`config.mk`:
```
export PLATFORM = sky130hd
export DESIGN_NAME = key_sequence_matcher
export DESIGN_NICKNAME = d
export VERILOG_FILES = /design/src/hw/rtl/ksm_pkg.sv /design/src/hw/rtl/ksm_front.sv /design/src/hw/rtl/ksm_queue.sv /design/src/hw/rtl/ksm_back.sv /design/src/hw/rtl/key_sequence_matcher.sv
export SDC_FILE = /design/constraint.sdc
export NUM_CORES = 1
export LEC_CHECK = 0
export BUFFER_PORTS_ARGS = -buffer_cell sky130_fd_sc_hd__buf_2
export CORE_ASPECT_RATIO = 2
export CORE_UTILIZATION = 56
export CTS_CLUSTER_SIZE = 24
export DETAILED_ROUTE_END_ITERATION = 12
export HOLD_SLACK_MARGIN = 0.05
export MAX_ROUTING_LAYER = met4
export PLACE_DENSITY = 0.77
export SLEW_MARGIN = 10
export SYNTH_ARGS = -nofsm -noshare
export SYNTH_HDL_FRONTEND = slang
export SYNTH_HIERARCHICAL = 1
export SYNTH_SLANG_ARGS = --single-unit
export TNS_END_PERCENT = 1
```
`constraint.sdc`:
```
create_clock -name i_clk -period 5.45 [get_ports i_clk]
set_input_delay 0.545 -clock i_clk [delete_from_list [all_inputs] [get_ports i_clk]]
set_output_delay 0.545 -clock i_clk [all_outputs]
set_load 0.01 [all_outputs]
```
`src/hw/rtl/ksm_pkg.sv`:
```
// Shared types, constants and helper functions of the key sequence matcher.
package ksm_pkg;

    localparam int KSM_NUM_KEYS    = 4;
    localparam int KSM_MAX_KEY_LEN = 8;

    localparam int CHAR_W      = 7;
    localparam int SEQ_W       = 60;
    localparam int IDX_W       = 4;
    localparam int KEY_SEL_W   = 3;
    localparam int CFG_COUNT   = 4;
    localparam int CFG_ADDR_W  = 2;
    localparam int LEN_LSB     = 56;
    localparam int QUEUE_DEPTH = 2;

    // Register indexes of the configuration port.
    localparam logic [CFG_ADDR_W-1:0] REG_KEY_LEFT  = 2'd0;
    localparam logic [CFG_ADDR_W-1:0] REG_KEY_RIGHT = 2'd1;
    localparam logic [CFG_ADDR_W-1:0] REG_KEY_UP    = 2'd2;
    localparam logic [CFG_ADDR_W-1:0] REG_KEY_DOWN  = 2'd3;

    // Fixed key codes: ctl(b), ctl(f), ctl(p) and ctl(n).
    localparam logic [CHAR_W-1:0] CODE_LEFT  = 7'h02;
    localparam logic [CHAR_W-1:0] CODE_RIGHT = 7'h06;
    localparam logic [CHAR_W-1:0] CODE_UP    = 7'h10;
    localparam logic [CHAR_W-1:0] CODE_DOWN  = 7'h0e;

    localparam logic CMD_CHAR    = 1'b0;
    localparam logic CMD_TIMEOUT = 1'b1;

    // One configuration write as seen by the front and back parts.
    typedef struct packed {
        logic                  we;
        logic [CFG_ADDR_W-1:0] addr;
        logic [SEQ_W-1:0]      data;
    } t_cfg_wr;

    // One queued job: replay cnt characters of key's sequence, then the tail if has_tail.
    typedef struct packed {
        logic [KEY_SEL_W-1:0] key;
        logic [IDX_W-1:0]     cnt;
        logic                 has_tail;
        logic [CHAR_W-1:0]    tail;
    } t_job;

    function automatic logic [CHAR_W-1:0] key_code(input int k);
        logic [CHAR_W-1:0] code;
        case (k)
            0:       code = CODE_LEFT;
            1:       code = CODE_RIGHT;
            2:       code = CODE_UP;
            3:       code = CODE_DOWN;
            default: code = '0;
        endcase
        return code;
    endfunction

    function automatic logic [CHAR_W-1:0] seq_char(input logic [SEQ_W-1:0] seq,
                                                   input logic [2:0] pos);
        return seq[pos * CHAR_W +: CHAR_W];
    endfunction

endpackage

```
`src/hw/rtl/ksm_front.sv`:
```
// Front part: accepts items, advances the match indices and queues output jobs.
module ksm_front
    import ksm_pkg::*;
#(
    parameter int NUM_KEYS    = KSM_NUM_KEYS,
    parameter int MAX_KEY_LEN = KSM_MAX_KEY_LEN
) (
    input  logic             i_clk,
    input  logic             i_rst_n,
    input  t_cfg_wr          i_cfg,
    input  logic [SEQ_W-1:0] i_key_seq [NUM_KEYS],
    input  logic             i_accept,
    input  logic             i_cmd,
    input  logic [CHAR_W-1:0] i_char,
    output logic             o_push,
    output t_job             o_job
);

    localparam logic [IDX_W-1:0] LEN_MAX = IDX_W'(MAX_KEY_LEN);

    logic [IDX_W-1:0] r_mi [NUM_KEYS];
    logic [IDX_W-1:0] n_mi [NUM_KEYS];

    logic [NUM_KEYS-1:0] adv;
    logic                any_adv;
    logic                any_done;
    logic [CHAR_W-1:0]   done_code;
    logic                best_vld;
    logic [KEY_SEL_W-1:0] best_key;
    logic [IDX_W-1:0]    best_val;
    logic [IDX_W-1:0]    best_cnt;

    always_comb begin
        logic [IDX_W-1:0] len;
        adv       = '0;
        any_done  = 1'b0;
        done_code = '0;
        best_vld  = 1'b0;
        best_key  = '0;
        best_val  = '0;
        for (int k = 0; k < NUM_KEYS; k++) begin
            len = i_key_seq[k][LEN_LSB +: IDX_W];
            if (len > LEN_MAX) begin
                len = LEN_MAX;
            end
            adv[k] = (len != '0) && (r_mi[k] < len) &&
                     (seq_char(i_key_seq[k], r_mi[k][2:0]) == i_char);
            // The lowest key that completes decides the code.
            if (adv[k] && !any_done && ((r_mi[k] + IDX_W'(1)) >= len)) begin
                any_done  = 1'b1;
                done_code = key_code(k);
            end
            // Longest partial prefix; ties go to the lowest key.
            if (r_mi[k] != '0 && (!best_vld || best_val < r_mi[k])) begin
                best_vld = 1'b1;
                best_key = KEY_SEL_W'(k);
                best_val = r_mi[k];
            end
        end
        any_adv  = |adv;
        best_cnt = (best_val > LEN_MAX) ? LEN_MAX : best_val;
    end

    always_comb begin
        for (int k = 0; k < NUM_KEYS; k++) begin
            n_mi[k] = r_mi[k];
        end
        o_push = 1'b0;
        o_job  = '{key: best_key, cnt: best_cnt, has_tail: 1'b0, tail: i_char};
        if (i_accept) begin
            if (i_cmd == CMD_TIMEOUT) begin
                o_push = best_vld;
                for (int k = 0; k < NUM_KEYS; k++) begin
                    n_mi[k] = '0;
                end
            end else if (any_done) begin
                o_push         = 1'b1;
                o_job.cnt      = '0;
                o_job.has_tail = 1'b1;
                o_job.tail     = done_code;
                for (int k = 0; k < NUM_KEYS; k++) begin
                    n_mi[k] = '0;
                end
            end else if (any_adv) begin
                for (int k = 0; k < NUM_KEYS; k++) begin
                    if (adv[k]) begin
                        n_mi[k] = r_mi[k] + IDX_W'(1);
                    end
                end
            end else begin
                o_push         = 1'b1;
                o_job.has_tail = 1'b1;
                for (int k = 0; k < NUM_KEYS; k++) begin
                    n_mi[k] = '0;
                end
            end
        end
        // Rewriting a key sequence restarts that key's match.
        if (i_cfg.we) begin
            for (int k = 0; k < NUM_KEYS; k++) begin
                if (k < CFG_COUNT && CFG_ADDR_W'(k) == i_cfg.addr) begin
                    n_mi[k] = '0;
                end
            end
        end
    end

    always_ff @(posedge i_clk) begin
        for (int k = 0; k < NUM_KEYS; k++) begin
            if (!i_rst_n) begin
                r_mi[k] <= '0;
            end else begin
                r_mi[k] <= n_mi[k];
            end
        end
    end

endmodule

```
`src/hw/rtl/ksm_queue.sv`:
```
// Short job queue between the front and back parts.
module ksm_queue
    import ksm_pkg::*;
(
    input  logic i_clk,
    input  logic i_rst_n,
    input  logic i_push,
    input  t_job i_job,
    input  logic i_pop,
    output logic o_full,
    output logic o_valid,
    output t_job o_head
);

    localparam int PTR_W = (QUEUE_DEPTH > 1) ? $clog2(QUEUE_DEPTH) : 1;
    localparam int CNT_W = $clog2(QUEUE_DEPTH + 1);

    t_job             r_mem [QUEUE_DEPTH];
    logic [PTR_W-1:0] r_wptr;
    logic [PTR_W-1:0] r_rptr;
    logic [CNT_W-1:0] r_count;

    logic do_push;
    logic do_pop;

    assign o_full  = (r_count == CNT_W'(QUEUE_DEPTH));
    assign o_valid = (r_count != '0);
    assign o_head  = r_mem[r_rptr];
    assign do_push = i_push && !o_full;
    assign do_pop  = i_pop && o_valid;

    always_ff @(posedge i_clk) begin
        if (!i_rst_n) begin
            r_wptr  <= '0;
            r_rptr  <= '0;
            r_count <= '0;
        end else begin
            if (do_push) begin
                r_wptr <= (r_wptr == PTR_W'(QUEUE_DEPTH - 1)) ? '0 : r_wptr + PTR_W'(1);
            end
            if (do_pop) begin
                r_rptr <= (r_rptr == PTR_W'(QUEUE_DEPTH - 1)) ? '0 : r_rptr + PTR_W'(1);
            end
            case ({do_push, do_pop})
                2'b10:   r_count <= r_count + CNT_W'(1);
                2'b01:   r_count <= r_count - CNT_W'(1);
                default: r_count <= r_count;
            endcase
        end
    end

    always_ff @(posedge i_clk) begin
        if (do_push) begin
            r_mem[r_wptr] <= i_job;
        end
    end

endmodule

```
`src/hw/rtl/ksm_back.sv`:
```
// Back part: expands queued jobs into result items behind an output register.
module ksm_back
    import ksm_pkg::*;
#(
    parameter int NUM_KEYS = KSM_NUM_KEYS
) (
    input  logic             i_clk,
    input  logic             i_rst_n,
    input  logic [SEQ_W-1:0] i_key_seq [NUM_KEYS],
    input  logic             i_job_valid,
    input  t_job             i_job,
    output logic             o_pop,
    output logic             o_m_tvalid,
    input  logic             i_m_tready,
    output logic [7:0]       o_m_tdata,
    output logic             o_m_tlast
);

    localparam int KEY_W = (NUM_KEYS > 1) ? $clog2(NUM_KEYS) : 1;

    logic              r_valid;
    logic [CHAR_W-1:0] r_char;
    logic              r_last;
    logic [IDX_W-1:0]  r_pos;

    logic              load;
    logic              in_prefix;
    logic [CHAR_W-1:0] nxt_char;
    logic              nxt_last;

    assign load      = !r_valid || i_m_tready;
    assign in_prefix = r_pos < i_job.cnt;
    assign nxt_char  = in_prefix ? seq_char(i_key_seq[i_job.key[KEY_W-1:0]], r_pos[2:0])
                                 : i_job.tail;
    assign nxt_last  = in_prefix ? ((r_pos + IDX_W'(1)) == i_job.cnt) && !i_job.has_tail
                                 : 1'b1;
    assign o_pop     = load && i_job_valid && nxt_last;

    always_ff @(posedge i_clk) begin
        if (!i_rst_n) begin
            r_valid <= 1'b0;
            r_pos   <= '0;
        end else if (load) begin
            r_valid <= i_job_valid;
            if (i_job_valid) begin
                r_pos <= nxt_last ? '0 : r_pos + IDX_W'(1);
            end
        end
    end

    always_ff @(posedge i_clk) begin
        if (load && i_job_valid) begin
            r_char <= nxt_char;
            r_last <= nxt_last;
        end
    end

    assign o_m_tvalid = r_valid;
    assign o_m_tdata  = {1'b0, r_char};
    assign o_m_tlast  = r_last;

endmodule

```
`src/hw/rtl/key_sequence_matcher.sv`:
```
// Top level of the key sequence matcher: configuration registers and the two parts.
//
// Usage: characters and timeouts arrive as requests on the slave stream
// (tdata holds the 7-bit character, tuser is the command: 0 character,
// 1 inter-character timeout). Results leave on the master stream as
// characters or key codes, with tlast on the final result caused
// by one input request. Four key sequences are written through the plain
// write port (index 0 left, 1 right, 2 up, 3 down; 7-bit characters from
// the low bits, length in bits 59:56, length zero disables the key).
// Configuration must be written only while idle; the block does not enforce it.
//
// The front classifies a request in the cycle it is accepted and queues a
// job, whose first result passes through the job queue and the output
// register. The front takes one request per cycle while its two-entry job
// queue has room; the back part sends one result per cycle while the receiver
// is ready, so a replayed prefix of n characters plus the character makes n+1 results.
// A stalled receiver fills the queue and then deasserts the slave tready.
// Reset (synchronous, active low) clears the key registers, all match
// indices, the queue and the output register.
module key_sequence_matcher
    import ksm_pkg::*;
#(
    parameter int NUM_KEYS    = KSM_NUM_KEYS,
    parameter int MAX_KEY_LEN = KSM_MAX_KEY_LEN
) (
    input  logic                  i_clk,
    input  logic                  i_rst_n,
    // Configuration write port.
    input  logic                  i_cfg_we,
    input  logic [CFG_ADDR_W-1:0] i_cfg_addr,
    input  logic [SEQ_W-1:0]      i_cfg_wdata,
    // Slave stream.
    input  logic                  s_tvalid,
    output logic                  s_tready,
    input  logic [7:0]            s_tdata,   // [6:0] char_in, [7] zero
    input  logic                  s_tuser,   // [0] cmd
    // Master stream.
    output logic                  m_tvalid,
    input  logic                  m_tready,
    output logic [7:0]            m_tdata,   // [6:0] char_out, [7] zero
    output logic                  m_tlast    // last_of_run
);

    // Key sequence registers; keys beyond the register list read as disabled.
    logic [SEQ_W-1:0] r_key_seq [CFG_COUNT];
    logic [SEQ_W-1:0] key_seq   [NUM_KEYS];

    t_cfg_wr cfg;
    logic    accept;
    logic    push;
    t_job    job;
    logic    q_full;
    logic    q_valid;
    t_job    q_head;
    logic    pop;

    assign cfg = '{we: i_cfg_we, addr: i_cfg_addr, data: i_cfg_wdata};

    always_ff @(posedge i_clk) begin
        for (int k = 0; k < CFG_COUNT; k++) begin
            if (!i_rst_n) begin
                r_key_seq[k] <= '0;
            end else if (cfg.we && cfg.addr == CFG_ADDR_W'(k)) begin
                r_key_seq[k] <= cfg.data;
            end
        end
    end

    always_comb begin
        for (int k = 0; k < NUM_KEYS; k++) begin
            key_seq[k] = '0;
            if (k < CFG_COUNT) begin
                key_seq[k] = r_key_seq[k];
            end
        end
    end

    // The front is free whenever the queue can take another job.
    assign s_tready = !q_full;
    assign accept   = s_tvalid && s_tready;

    ksm_front #(
        .NUM_KEYS    (NUM_KEYS),
        .MAX_KEY_LEN (MAX_KEY_LEN)
    ) u_front (
        .i_clk     (i_clk),
        .i_rst_n   (i_rst_n),
        .i_cfg     (cfg),
        .i_key_seq (key_seq),
        .i_accept  (accept),
        .i_cmd     (s_tuser),
        .i_char    (s_tdata[CHAR_W-1:0]),
        .o_push    (push),
        .o_job     (job)
    );

    ksm_queue u_queue (
        .i_clk   (i_clk),
        .i_rst_n (i_rst_n),
        .i_push  (push),
        .i_job   (job),
        .i_pop   (pop),
        .o_full  (q_full),
        .o_valid (q_valid),
        .o_head  (q_head)
    );

    ksm_back #(
        .NUM_KEYS (NUM_KEYS)
    ) u_back (
        .i_clk       (i_clk),
        .i_rst_n     (i_rst_n),
        .i_key_seq   (key_seq),
        .i_job_valid (q_valid),
        .i_job       (q_head),
        .o_pop       (pop),
        .o_m_tvalid  (m_tvalid),
        .i_m_tready  (m_tready),
        .o_m_tdata   (m_tdata),
        .o_m_tlast   (m_tlast)
    );

endmodule

```
==> results of run 1 <==
[registers in the layout, indices dropped and copies added (netlist names), named ones only]
name / flops
u_front/r_mi: 16
u_back/o_m_tvalid: 1
u_queue/r_mem: 28
u_back/o_m_tlast: 1
u_queue/r_wptr: 1
u_queue/r_count: 2
r_key_seq: 240
u_back/r_pos: 4
u_back/r_char: 7
u_queue/r_rptr: 1
[worst paths after layout]
kind              slack (ns)  cells after the start                   to                from
setup / recovery        0.26                     27  u_queue/r_mem[1][9]  u_front/r_mi[0][0]
hold / removal          0.28                      3    u_back/o_m_tvalid            m_tready
setup reg to reg        0.26                     27  u_queue/r_mem[1][9]  u_front/r_mi[0][0]
hold reg to reg         0.50                      2    u_back/o_m_tvalid   u_back/o_m_tvalid
[routing by layer]
layer  routed length (um)  vias up
li1                     -     5510
met1                17600     6158
met2                28000      748
met3                 4340      272
met4                 5650        0
met5                    0        -
[worst reg2reg max path, stage by stage (launching register included)]
cell and delay, ns:
sky130_fd_sc_hd__dfxtp_1 0.32, sky130_fd_sc_hd__inv_1 0.07, sky130_fd_sc_hd__ha_1 0.13, sky130_fd_sc_hd__nor3b_1 0.27, sky130_fd_sc_hd__nor2_1 0.10, sky130_fd_sc_hd__ha_1 0.21, sky130_fd_sc_hd__a211o_1 0.24, sky130_fd_sc_hd__a21oi_2 0.20
sky130_fd_sc_hd__buf_4 0.15, sky130_fd_sc_hd__nor3_1 0.03, sky130_fd_sc_hd__o21ai_1 0.22, sky130_fd_sc_hd__ha_1 0.30, sky130_fd_sc_hd__a21oi_1 0.15, sky130_fd_sc_hd__nor2b_1 0.05, sky130_fd_sc_hd__o21ai_0 0.21, sky130_fd_sc_hd__buf_4 0.17
sky130_fd_sc_hd__nand2_1 0.04, sky130_fd_sc_hd__o21ai_1 0.12, sky130_fd_sc_hd__nand2_2 0.15, sky130_fd_sc_hd__mux2_2 0.33, sky130_fd_sc_hd__ha_1 0.27, sky130_fd_sc_hd__o21ai_0 0.07, sky130_fd_sc_hd__a21oi_1 0.17, sky130_fd_sc_hd__o22ai_1 0.10
sky130_fd_sc_hd__a21o_1 0.21, sky130_fd_sc_hd__and2_1 0.23, sky130_fd_sc_hd__o221ai_2 0.29, sky130_fd_sc_hd__a21oi_1 0.11
[layout make-up]
cell class / instances / area, sq um / area share [%]
Sequential cell: 302 / 8810 / 45.4
Multi-Input combinational cell: 999 / 8240 / 42.5
Timing Repair Buffer: 125 / 753 / 3.89
Clock buffer: 30 / 687 / 3.54
Tap cell: 418 / 523 / 2.70
Inverter: 53 / 199 / 1.03
Clock inverter: 19 / 171 / 0.884
[through the flow]
stage	util, %	instances
global placement	59.7	1897
detailed placement	59.7	1897
floorplan	-	1437
global route	62.6	1946
finish	62.6	1946
CTS	62.5	1946
[where the power goes]
part | internal (W) | switching (W) | total [W]
combinational | 0.000266 | 0.000445 | 0.000711
clock | 0.00101 | 0.000880 | 0.00189
sequential | 0.00270 | 0.000103 | 0.00281
total | 0.00398 | 0.00143 | 0.00541
==> run_summary.xml, run 1 <==
<?xml version="1.0" encoding="UTF-8"?>
<metrics>
  <group name="status">
    <metric name="status" unit="">complete, no violations</metric>
  </group>
  <group name="placement">
    <metric name="pre_cts_ws" unit="ns">-0.104</metric>
    <metric name="place_hpwl" unit="um">38700</metric>
    <metric name="post_dp_cell_area" unit="sq mm">0.0185</metric>
    <metric name="numPortBuffers" unit="">84</metric>
    <metric name="finalWeightedCongestion" unit="">1.09</metric>
  </group>
  <group name="floorplanning">
    <metric name="io_pins" unit="">87</metric>
    <metric name="placementRows" unit="">91</metric>
    <metric name="die_y" unit="um">253</metric>
    <metric name="start_util" unit="%">57.0</metric>
    <metric name="die_width" unit="um">128</metric>
    <metric name="fp.coreArea" unit="sq mm">0.0310</metric>
    <metric name="die_area" unit="sq mm">0.0323</metric>
  </group>
  <group name="setup_path">
    <metric name="endpoint_kind" unit="">register</metric>
    <metric name="critPathMaxFanout" unit="">6</metric>
    <metric name="path_buf_inv" unit="">3</metric>
    <metric name="worst-endpoint-arrival" unit="ns">5.48</metric>
    <metric name="critical_path_class" unit="">register to register</metric>
    <metric name="critical-path-top-delay-family" unit="">compound AO/OA/AOI/OAI gates</metric>
    <metric name="timing.critical_path.slowest_cell_delay" unit="ns">0.33</metric>
    <metric name="worst_setup_path_start_kind" unit="">register</metric>
    <metric name="worst_path_required_time" unit="ns">5.74</metric>
    <metric name="crit_top_cell" unit="">sky130_fd_sc_hd__ha_1</metric>
    <metric name="cp_slowest_cell" unit="">sky130_fd_sc_hd__mux2_2</metric>
  </group>
  <group name="global_route">
    <metric name="top_usage_layer" unit="">met2</metric>
    <metric name="antenna_found_initial" unit="">0</metric>
    <metric name="grt.met2_usage" unit="%">60.4</metric>
    <metric name="met3_usage" unit="%">6.30</metric>
    <metric name="grt_util_met1" unit="%">36.6</metric>
    <metric name="via_count_of_the_first_global_routing_pass" unit="">12746</metric>
    <metric name="grt_pass1_wl" unit="um">80400</metric>
    <metric name="grtUsageTotal" unit="%">36.2</metric>
    <metric name="grt_overflow_total" unit="">0</metric>
    <metric name="largest_net_degree_at_the_start_of_global_routing" unit="">61</metric>
  </group>
  <group name="sta">
    <metric name="relative_slew_slack" unit="%">30.2</metric>
    <metric name="finalSetupViolations" unit="">0</metric>
    <metric name="setup_total_negative_slack" unit="ns">0</metric>
    <metric name="worst_hold_slack" unit="ns">0.277</metric>
    <metric name="tightestPinTransition" unit="ns">1.04</metric>
    <metric name="layout_worst_path_cycle_share" unit="%">95.3</metric>
    <metric name="finalHoldViolCount" unit="">0</metric>
    <metric name="skew" unit="ns">0.0112</metric>
    <metric name="post-route-worst-setup-slack" unit="ns">0.257</metric>
    <metric name="timing_max_transition_violations_final" unit="">0</metric>
    <metric name="final_critical_path_time_including_i_o_delays_and_setup" unit="ns">5.19</metric>
    <metric name="max_freq" unit="MHz">193</metric>
  </group>
  <group name="clocking">
    <metric name="cts-root-buf" unit="">sky130_fd_sc_hd__clkbuf_16</metric>
    <metric name="ctsHtreeMaxLevel" unit="">1</metric>
    <metric name="clock_latency" unit="ns">0.56</metric>
    <metric name="post_cts.repair.setup_buffers" unit="">0</metric>
    <metric name="cts_tree" unit="">built</metric>
    <metric name="max-clock-path-buffers" unit="">3</metric>
    <metric name="cts.clk_slew.worst_paths" unit="ns">0.07</metric>
    <metric name="clkSinkCount" unit="">302</metric>
    <metric name="postCtsResizedCells" unit="">1</metric>
    <metric name="post_cts_hold_buffer_count" unit="">0</metric>
    <metric name="cts_made_buffers" unit="">27</metric>
  </group>
  <group name="routing">
    <metric name="post_drt_wl_per_cell" unit="um">28.6</metric>
    <metric name="postRouteAntennaNets" unit="">0</metric>
    <metric name="via_count" unit="">12688</metric>
    <metric name="routed_wirelength" unit="um">55600</metric>
    <metric name="detail_route.vias_per_cell" unit="">6.52</metric>
    <metric name="drt-initial-drc-count" unit="">1304</metric>
    <metric name="drt_pre_antenna_iters" unit="">6</metric>
    <metric name="drc" unit="">0</metric>
  </group>
  <group name="finish">
    <metric name="fillerInstances" unit="">2409</metric>
    <metric name="layout.cells.most_common_list" unit="">276 x sky130_fd_sc_hd__edfxtp_1, 185 x sky130_fd_sc_hd__and2_1, 131 x sky130_fd_sc_hd__mux2i_1, 84 x sky130_fd_sc_hd__buf_2, 60 x sky130_fd_sc_hd__and2_2</metric>
    <metric name="final_common_cell" unit="">sky130_fd_sc_hd__edfxtp_1</metric>
    <metric name="fin_nets" unit="">1639</metric>
    <metric name="final_layout_size_suffix_gt1_share" unit="%">22.1</metric>
    <metric name="antennaDiodeCount" unit="">0</metric>
    <metric name="area_delta_synth_final" unit="%">9.79</metric>
    <metric name="post-route-cell-area" unit="sq mm">0.0194</metric>
  </group>
  <group name="yosys">
    <metric name="synth_area_per_cell" unit="sq um">12.3</metric>
    <metric name="yosysWarnings" unit="">6</metric>
    <metric name="synth.cell_area" unit="sq mm">0.0177</metric>
    <metric name="syn_inst_count" unit="">1437</metric>
    <metric name="synth_nets" unit="">1568</metric>
  </group>
  <group name="power">
    <metric name="p_total" unit="W">0.00541</metric>
    <metric name="peakVddDrop" unit="V">0.000274</metric>
    <metric name="power.leakage" unit="nW">7.18</metric>
    <metric name="power_per_cell_area" unit="mW/mm^2">279</metric>
  </group>
  <group name="run">
    <metric name="drv.max_cap_violation_count" unit="">0</metric>
  </group>
  <group name="min_path">
    <metric name="hold_path.class" unit="">primary input to register</metric>
  </group>
</metrics>
Power figures use the tool's default switching activity.
==> run 2: changes to the inputs <==
==> constraint.sdc (replaced) <==
create_clock -name i_clk -period 4.35 [get_ports i_clk]
set_input_delay 0.435 -clock i_clk [delete_from_list [all_inputs] [get_ports i_clk]]
set_output_delay 0.435 -clock i_clk [all_outputs]
set_load 0.01 [all_outputs]
==> run_summary.xml, run 2 (same netlist as run 1, synthesis figures left out) <==
<?xml version="1.0" encoding="UTF-8"?>
<metrics>
  <group name="status">
    <metric name="status" unit="">finished with violations</metric>
    <metric name="failed_checks" unit="">negative setup slack</metric>
  </group>
  <group name="finish">
    <metric name="area_delta_synth_final" unit="%">13.9</metric>
    <metric name="final_common_cell" unit="">sky130_fd_sc_hd__edfxtp_1</metric>
    <metric name="fillerInstances" unit="">2440</metric>
    <metric name="antennaDiodeCount" unit="">0</metric>
    <metric name="final_layout_size_suffix_gt1_share" unit="%">27.6</metric>
    <metric name="layout.cells.most_common_list" unit="">276 x sky130_fd_sc_hd__edfxtp_1, 184 x sky130_fd_sc_hd__and2_1, 131 x sky130_fd_sc_hd__mux2i_1, 102 x sky130_fd_sc_hd__buf_4, 84 x sky130_fd_sc_hd__buf_2</metric>
    <metric name="reg_top3" unit="">r_key_seq: 240 flops, u_queue/r_mem: 28 flops, u_front/r_mi: 16 flops</metric>
    <metric name="registers.top_by_ff_count" unit="">r_key_seq</metric>
    <metric name="fin_nets" unit="">1707</metric>
    <metric name="flip_flop_count_of_the_largest_register_after_layout" unit="">240</metric>
  </group>
  <group name="sta">
    <metric name="tightestPinTransition" unit="ns">1.01</metric>
    <metric name="final_critical_path_time_including_i_o_delays_and_setup" unit="ns">4.54</metric>
    <metric name="relative_slew_slack" unit="%">32.6</metric>
    <metric name="max_freq" unit="MHz">220</metric>
    <metric name="rsz_0062_raised_after_global_routing" unit="">true</metric>
    <metric name="finalHoldViolCount" unit="">0</metric>
    <metric name="layout_worst_path_cycle_share" unit="%">104</metric>
    <metric name="post-route-worst-setup-slack" unit="ns">-0.187</metric>
    <metric name="timing_max_transition_violations_final" unit="">0</metric>
    <metric name="finalSetupViolations" unit="">12</metric>
    <metric name="worst_hold_slack" unit="ns">0.153</metric>
    <metric name="skew" unit="ns">0.0141</metric>
  </group>
  <group name="setup_path">
    <metric name="reg2reg_setup_slack" unit="ns">-0.19</metric>
    <metric name="critical_path_class" unit="">register to register</metric>
    <metric name="rr_endpoint" unit="">u_queue/r_mem[1][8]</metric>
    <metric name="worst_path_required_time" unit="ns">4.66</metric>
    <metric name="rr_worst_depth" unit="">27</metric>
    <metric name="worst_setup_path_start_kind" unit="">register</metric>
    <metric name="regToRegStartpoint" unit="">u_front/r_mi[0][1]</metric>
    <metric name="endpoint_kind" unit="">register</metric>
    <metric name="setup.worst_path.end" unit="">u_queue/r_mem[1][8]</metric>
    <metric name="worst-endpoint-arrival" unit="ns">4.85</metric>
    <metric name="timing_startpoint_of_the_critical_path" unit="">u_front/r_mi[0][1]</metric>
    <metric name="critPathMaxFanout" unit="">7</metric>
  </group>
  <group name="global_route">
    <metric name="grtUsageTotal" unit="%">36.6</metric>
    <metric name="grt_util_met1" unit="%">36.5</metric>
    <metric name="met3_usage" unit="%">4.71</metric>
    <metric name="top_usage_layer" unit="">met2</metric>
    <metric name="grt.met2_usage" unit="%">62.8</metric>
    <metric name="via_count_of_the_first_global_routing_pass" unit="">13260</metric>
    <metric name="antenna_found_initial" unit="">0</metric>
    <metric name="largest_net_degree_at_the_start_of_global_routing" unit="">61</metric>
    <metric name="grt_pass1_wl" unit="um">82000</metric>
    <metric name="grt_overflow_total" unit="">0</metric>
  </group>
  <group name="placement">
    <metric name="finalWeightedCongestion" unit="">1.01</metric>
    <metric name="numPortBuffers" unit="">84</metric>
    <metric name="pre_cts_ws" unit="ns">-0.955</metric>
    <metric name="place_hpwl" unit="um">40300</metric>
  </group>
  <group name="clocking">
    <metric name="post_cts_hold_buffer_count" unit="">0</metric>
    <metric name="cts_made_buffers" unit="">27</metric>
    <metric name="cts-root-buf" unit="">sky130_fd_sc_hd__clkbuf_16</metric>
    <metric name="max-clock-path-buffers" unit="">3</metric>
    <metric name="cts_tree" unit="">built</metric>
    <metric name="clock_latency" unit="ns">0.58</metric>
    <metric name="clkSinkCount" unit="">302</metric>
    <metric name="cts.clk_slew.worst_paths" unit="ns">0.07</metric>
    <metric name="ctsHtreeMaxLevel" unit="">1</metric>
  </group>
  <group name="routing">
    <metric name="drc" unit="">0</metric>
    <metric name="via_count" unit="">12975</metric>
    <metric name="postRouteAntennaNets" unit="">0</metric>
    <metric name="drt_pre_antenna_iters" unit="">8</metric>
    <metric name="detail_route.vias_per_cell" unit="">6.44</metric>
    <metric name="routed_wirelength" unit="um">56200</metric>
    <metric name="post_drt_wl_per_cell" unit="um">27.9</metric>
    <metric name="drt-initial-drc-count" unit="">1202</metric>
  </group>
  <group name="floorplanning">
    <metric name="io_pins" unit="">87</metric>
    <metric name="die_area" unit="sq mm">0.0323</metric>
    <metric name="placementRows" unit="">91</metric>
    <metric name="die_width" unit="um">128</metric>
    <metric name="die_y" unit="um">253</metric>
    <metric name="start_util" unit="%">57.0</metric>
    <metric name="fp.coreArea" unit="sq mm">0.0310</metric>
  </group>
  <group name="power">
    <metric name="peakVddDrop" unit="V">0.000370</metric>
    <metric name="share_seq_of_total_power" unit="%">52.4</metric>
    <metric name="internal-power" unit="W">0.00493</metric>
    <metric name="power.leakage" unit="nW">7.56</metric>
    <metric name="netSwitchingPower" unit="W">0.00179</metric>
    <metric name="power_per_cell_area" unit="mW/mm^2">334</metric>
    <metric name="power_frac_comb" unit="%">13.5</metric>
    <metric name="pwr-share-clk" unit="%">34.1</metric>
    <metric name="power_switching_share" unit="%">26.6</metric>
  </group>
  <group name="min_path">
    <metric name="hold_path.class" unit="">primary input to register</metric>
  </group>
  <group name="run">
    <metric name="drv.max_cap_violation_count" unit="">0</metric>
  </group>
</metrics>
[run 2: cell types whose count changed in the layout (fill, tap and decap cells not counted), sizes merged]
cell | before | now
buf | 125 | 192
clkinvlp | 4 | 5
clkinv | 14 | 10
inv | 52 | 54
clkbuf | 30 | 34
bufinv | 2 | 0
[run 2: worst max-delay path, stage by stage, from the launching register on]
cell and delay, ns:
sky130_fd_sc_hd__dfxtp_2 0.33, sky130_fd_sc_hd__inv_2 0.08, sky130_fd_sc_hd__ha_4 0.13, sky130_fd_sc_hd__nor3b_4 0.23, sky130_fd_sc_hd__nor2_4 0.06, sky130_fd_sc_hd__ha_4 0.16
sky130_fd_sc_hd__a211o_1 0.26, sky130_fd_sc_hd__a21oi_4 0.16, sky130_fd_sc_hd__o31ai_4 0.10, sky130_fd_sc_hd__nand2_1 0.07, sky130_fd_sc_hd__o21ai_1 0.09, sky130_fd_sc_hd__ha_1 0.24
sky130_fd_sc_hd__a21oi_4 0.18, sky130_fd_sc_hd__nor2b_4 0.05, sky130_fd_sc_hd__o21ai_2 0.12, sky130_fd_sc_hd__buf_4 0.13, sky130_fd_sc_hd__nand2_2 0.04, sky130_fd_sc_hd__o21ai_2 0.07
sky130_fd_sc_hd__nand2_2 0.13, sky130_fd_sc_hd__mux2_4 0.35, sky130_fd_sc_hd__ha_4 0.27, sky130_fd_sc_hd__o21ai_1 0.05, sky130_fd_sc_hd__a21oi_1 0.15, sky130_fd_sc_hd__o22ai_1 0.11
sky130_fd_sc_hd__a21o_1 0.21, sky130_fd_sc_hd__and2_4 0.18, sky130_fd_sc_hd__o221ai_4 0.23, sky130_fd_sc_hd__a211oi_2 0.10
[run 2: cell type report]
class                   instances  area, sq um  area share (%)
multi-input cells             999         8450            42.0
well taps                     418          523            2.60
repair buffers                193         1300            6.47
clock buffers                  33          718            3.57
inverters                      53          199           0.989
flip-flops and latches        302         8810            43.8
clock inverters                16          114           0.566
[run 2: metal layers]
layer	wire length [um]	vias up	share of wire, %
met3	4000	294	7.1
met1	17600	6312	31
li1	-	5657	-
met5	0	-	0
met4	5710	0	10
met2	28900	712	51
[run 2: how the worst min path moves through the flow]
stage                    from                 to  slack, ns  cells past startpoint
3_3_place_gp   u_queue/r_wptr     u_queue/r_wptr       0.47                      2
2_1_floorplan  u_queue/r_wptr     u_queue/r_wptr       0.46                      2
5_1_grt        i_cfg_wdata[4]    r_key_seq[0][4]       0.17                      2
4_1_cts              m_tready  u_back/o_m_tvalid       0.14                      3
3_5_place_dp   u_queue/r_wptr     u_queue/r_wptr       0.48                      2
6_report             m_tready  u_back/o_m_tvalid       0.15                      3
[run 2: repair_timing]
item | 4_1_cts | 5_1_grt
pin swaps | 18 | 17
setup buffers | 25 | 4
gates cloned | 0 | 0
gates resized for setup | 38 | 24
setup endpoints to repair | 12 | 28
[run 2: power groups by stage]
stage / sequential [W] / combinational, W / clock (W)
after floorplan: 0.00354 / 0.000534 / 0
after global placement: 0.00357 / 0.000868 / 0
after detailed placement: 0.00358 / 0.000881 / 0
after CTS: 0.00352 / 0.000885 / 0.00231
after global routing: 0.00354 / 0.000948 / 0.00241
final: 0.00352 / 0.000909 / 0.00229
[run 2: metrics by stage]
step           TNS [ns]  area [sq um]  cells  utilization, %  total power [W]
5_1_grt           -3.88         20100   2014            65.0          0.00689
3_3_place_gp      -7.51         18800   1937            60.8          0.00444
3_5_place_dp     -10.19         18800   1937            60.8          0.00446
2_1_floorplan   -242.48         17700   1437               -          0.00407
4_1_cts           -2.22         20000   2011            64.5          0.00672
6_report          -1.37         20100   2014            65.0          0.00672
==> run 3: changes to the inputs <==
--- a/config.mk
+++ b/config.mk
@@ -7,12 +7,13 @@
 export LEC_CHECK = 0
 export BUFFER_PORTS_ARGS = -buffer_cell sky130_fd_sc_hd__buf_2
 export CORE_ASPECT_RATIO = 2
-export CORE_UTILIZATION = 56
+export CORE_UTILIZATION = 50
 export CTS_CLUSTER_SIZE = 24
 export DETAILED_ROUTE_END_ITERATION = 12
+export GPL_TIMING_DRIVEN = 0
 export HOLD_SLACK_MARGIN = 0.05
 export MAX_ROUTING_LAYER = met4
-export PLACE_DENSITY = 0.77
+export PLACE_DENSITY = 0.7
 export SLEW_MARGIN = 10
 export SYNTH_ARGS = -nofsm -noshare
 export SYNTH_HDL_FRONTEND = slang
==> run_summary.xml, run 3 (same netlist as run 1, synthesis figures left out) <==
<?xml version="1.0" encoding="UTF-8"?>
<metrics>
  <group name="finish">
    <metric name="flip_flop_count_of_the_largest_register_after_layout" unit="">240</metric>
    <metric name="reg_top3" unit="">r_key_seq: 240 flops, u_queue/r_mem: 28 flops, u_front/r_mi: 16 flops</metric>
    <metric name="final_layout_size_suffix_gt1_share" unit="%">26.9</metric>
    <metric name="area_delta_synth_final" unit="%">15.3</metric>
    <metric name="fillerInstances" unit="">2854</metric>
    <metric name="ff_latch_area" unit="sq mm">0.00882</metric>
    <metric name="multi_input_gate_area" unit="sq mm">0.00847</metric>
    <metric name="final_core_utilization" unit="%">58.3</metric>
    <metric name="post-route-cell-area" unit="sq mm">0.0204</metric>
    <metric name="fin_nets" unit="">1710</metric>
    <metric name="layout.cells.most_common_list" unit="">276 x sky130_fd_sc_hd__edfxtp_1, 184 x sky130_fd_sc_hd__and2_1, 131 x sky130_fd_sc_hd__mux2i_1, 93 x sky130_fd_sc_hd__buf_2, 60 x sky130_fd_sc_hd__and2_2</metric>
    <metric name="final_common_cell" unit="">sky130_fd_sc_hd__edfxtp_1</metric>
    <metric name="registers.top_by_ff_count" unit="">r_key_seq</metric>
  </group>
  <group name="clocking">
    <metric name="cts.clk_slew.worst_paths" unit="ns">0.07</metric>
    <metric name="clkSinkCount" unit="">302</metric>
    <metric name="cts-root-buf" unit="">sky130_fd_sc_hd__clkbuf_16</metric>
    <metric name="cts_tree" unit="">built</metric>
    <metric name="max-clock-path-buffers" unit="">3</metric>
    <metric name="ctsHtreeMaxLevel" unit="">1</metric>
    <metric name="clock_latency" unit="ns">0.57</metric>
    <metric name="cts_made_buffers" unit="">27</metric>
  </group>
  <group name="min_path">
    <metric name="hold_depth" unit="">3</metric>
    <metric name="endpoint_of_the_worst_hold_path" unit="">u_back/o_m_tvalid</metric>
    <metric name="hold_path.class" unit="">primary input to register</metric>
    <metric name="timing.hold.worst.start" unit="">m_tready</metric>
  </group>
  <group name="setup_path">
    <metric name="worst-endpoint-arrival" unit="ns">5.34</metric>
    <metric name="worst_setup_path_start_kind" unit="">register</metric>
    <metric name="reg2reg_setup_slack" unit="ns">-0.60</metric>
    <metric name="regToRegStartpoint" unit="">u_front/r_mi[0][0]</metric>
    <metric name="rr_endpoint" unit="">u_queue/r_mem[0][8]</metric>
    <metric name="cp_slowest_cell" unit="">sky130_fd_sc_hd__dfxtp_4</metric>
    <metric name="critPathMaxFanout" unit="">5</metric>
    <metric name="endpoint_kind" unit="">register</metric>
    <metric name="critical_path_class" unit="">register to register</metric>
    <metric name="worst_path_required_time" unit="ns">4.74</metric>
    <metric name="timing.critical_path.slowest_cell_delay" unit="ns">0.36</metric>
    <metric name="rr_worst_depth" unit="">28</metric>
  </group>
  <group name="status">
    <metric name="failed_checks" unit="">negative setup slack</metric>
    <metric name="status" unit="">finished with violations</metric>
  </group>
  <group name="power">
    <metric name="peakVddDrop" unit="V">0.000343</metric>
    <metric name="power_per_cell_area" unit="mW/mm^2">343</metric>
    <metric name="p_total" unit="W">0.00698</metric>
    <metric name="power.leakage" unit="nW">7.59</metric>
  </group>
  <group name="global_route">
    <metric name="grtUsageTotal" unit="%">39.8</metric>
    <metric name="grt_pass1_wl" unit="um">94900</metric>
    <metric name="grt_overflow_total" unit="">0</metric>
    <metric name="via_count_of_the_first_global_routing_pass" unit="">13417</metric>
    <metric name="largest_net_degree_at_the_start_of_global_routing" unit="">23</metric>
    <metric name="antenna_found_initial" unit="">3</metric>
  </group>
  <group name="sta">
    <metric name="skew" unit="ns">0.0152</metric>
    <metric name="post-route-worst-setup-slack" unit="ns">-0.601</metric>
    <metric name="layout_worst_path_cycle_share" unit="%">114</metric>
    <metric name="finalSetupViolations" unit="">43</metric>
    <metric name="final_critical_path_time_including_i_o_delays_and_setup" unit="ns">4.95</metric>
    <metric name="relative_slew_slack" unit="%">15.0</metric>
    <metric name="max_freq" unit="MHz">202</metric>
    <metric name="timing_max_transition_violations_final" unit="">0</metric>
    <metric name="rsz_0062_raised_after_global_routing" unit="">true</metric>
    <metric name="tightestPinTransition" unit="ns">1.27</metric>
    <metric name="finalHoldViolCount" unit="">0</metric>
  </group>
  <group name="routing">
    <metric name="postRouteAntennaNets" unit="">0</metric>
    <metric name="drt-initial-drc-count" unit="">1135</metric>
    <metric name="routed_wirelength" unit="um">68400</metric>
    <metric name="post_drt_wl_per_cell" unit="um">33.4</metric>
    <metric name="drc" unit="">0</metric>
    <metric name="detail_route.vias_per_cell" unit="">6.49</metric>
    <metric name="drt_pre_antenna_iters" unit="">6</metric>
    <metric name="via_count" unit="">13292</metric>
  </group>
  <group name="floorplanning">
    <metric name="io_pins" unit="">87</metric>
    <metric name="start_util" unit="%">50.5</metric>
    <metric name="placementRows" unit="">97</metric>
    <metric name="fp.coreArea" unit="sq mm">0.0350</metric>
    <metric name="die_area" unit="sq mm">0.0361</metric>
    <metric name="die_width" unit="um">135</metric>
    <metric name="die_y" unit="um">268</metric>
  </group>
  <group name="placement">
    <metric name="post_dp_cell_area" unit="sq mm">0.0190</metric>
    <metric name="finalWeightedCongestion" unit="">1.05</metric>
    <metric name="numPortBuffers" unit="">80</metric>
    <metric name="place_hpwl" unit="um">50300</metric>
    <metric name="pre_cts_ws" unit="ns">-2.39</metric>
  </group>
  <group name="run">
    <metric name="drv.max_cap_violation_count" unit="">0</metric>
  </group>
</metrics>
## run 3: critical path, delay by kind of cell (launching register included)
family                     cells  cell delay (ns)
buffers and inverters          3             0.37
and+or+nand+nor                7             0.86
AOI/OAI and AO/OA             13             2.16
muxes                          1             0.36
adders and majority gates      4             0.65
DFF                            1             0.36
## run 3: report_power, final
part	total (W)	switching, W	internal (W)
Sequential	0.00352	0.000138	0.00339
Combinational	0.000996	0.000619	0.000377
Clock	0.00246	0.00113	0.00133
Total	0.00698	0.00189	0.00509
## run 3: worst max path at each step
stage,start,end,slack (ns),cells after the start
after floorplan,i_cfg_addr[1],r_key_seq[1][0],-1.01,2
after global placement,i_cfg_addr[1],r_key_seq[0][5],-5.12,3
after detailed placement,u_front/r_mi[0][1],u_queue/r_mem[0][8],-2.39,28
after CTS,u_front/r_mi[0][1],u_queue/r_mem[0][8],-0.53,28
after global routing,u_front/r_mi[0][0],u_queue/r_mem[0][8],-0.82,26
final,u_front/r_mi[0][0],u_queue/r_mem[0][8],-0.60,28
## run 3: area by class of cell
cell class              instances  area share (%)
diodes                          4          0.0491
plain buffers                  82            2.65
clock buffers                  30            3.37
clock inverters                20           0.977
inverters                      53            1.07
multi-input cells             999            41.6
flip-flops and latches        302            43.3
well taps                     445            2.73
repair buffers                114            4.25
## run 3: per-stage QoR
step / std cells / hold WS [ns] / TNS (ns)
2_1_floorplan: 1437 / 0.457 / -242.48
3_3_place_gp: 1962 / 0.469 / -1214.96
3_5_place_dp: 1974 / 0.494 / -55.16
4_1_cts: 2041 / 0.140 / -9.33
5_1_grt: 2047 / 0.159 / -24.00
6_report: 2049 / 0.148 / -16.09
## run 3: timing repair
action / CTS / global route
endpoints found under the setup margin: 45 / 47
setup buffers: 17 / 5
hold buffers: 0 / 0
pin swaps: 15 / 19
resized for setup: 65 / 29
## run 3: metal layers
layer  up-vias  share of wire (%)  track usage [%]
met1      6567                 33             40.6
met3       312                6.7             5.64
met4         0                 11             34.9
li1       5664                  -                -
met2       749                 49             66.4
met5         -                  0                -
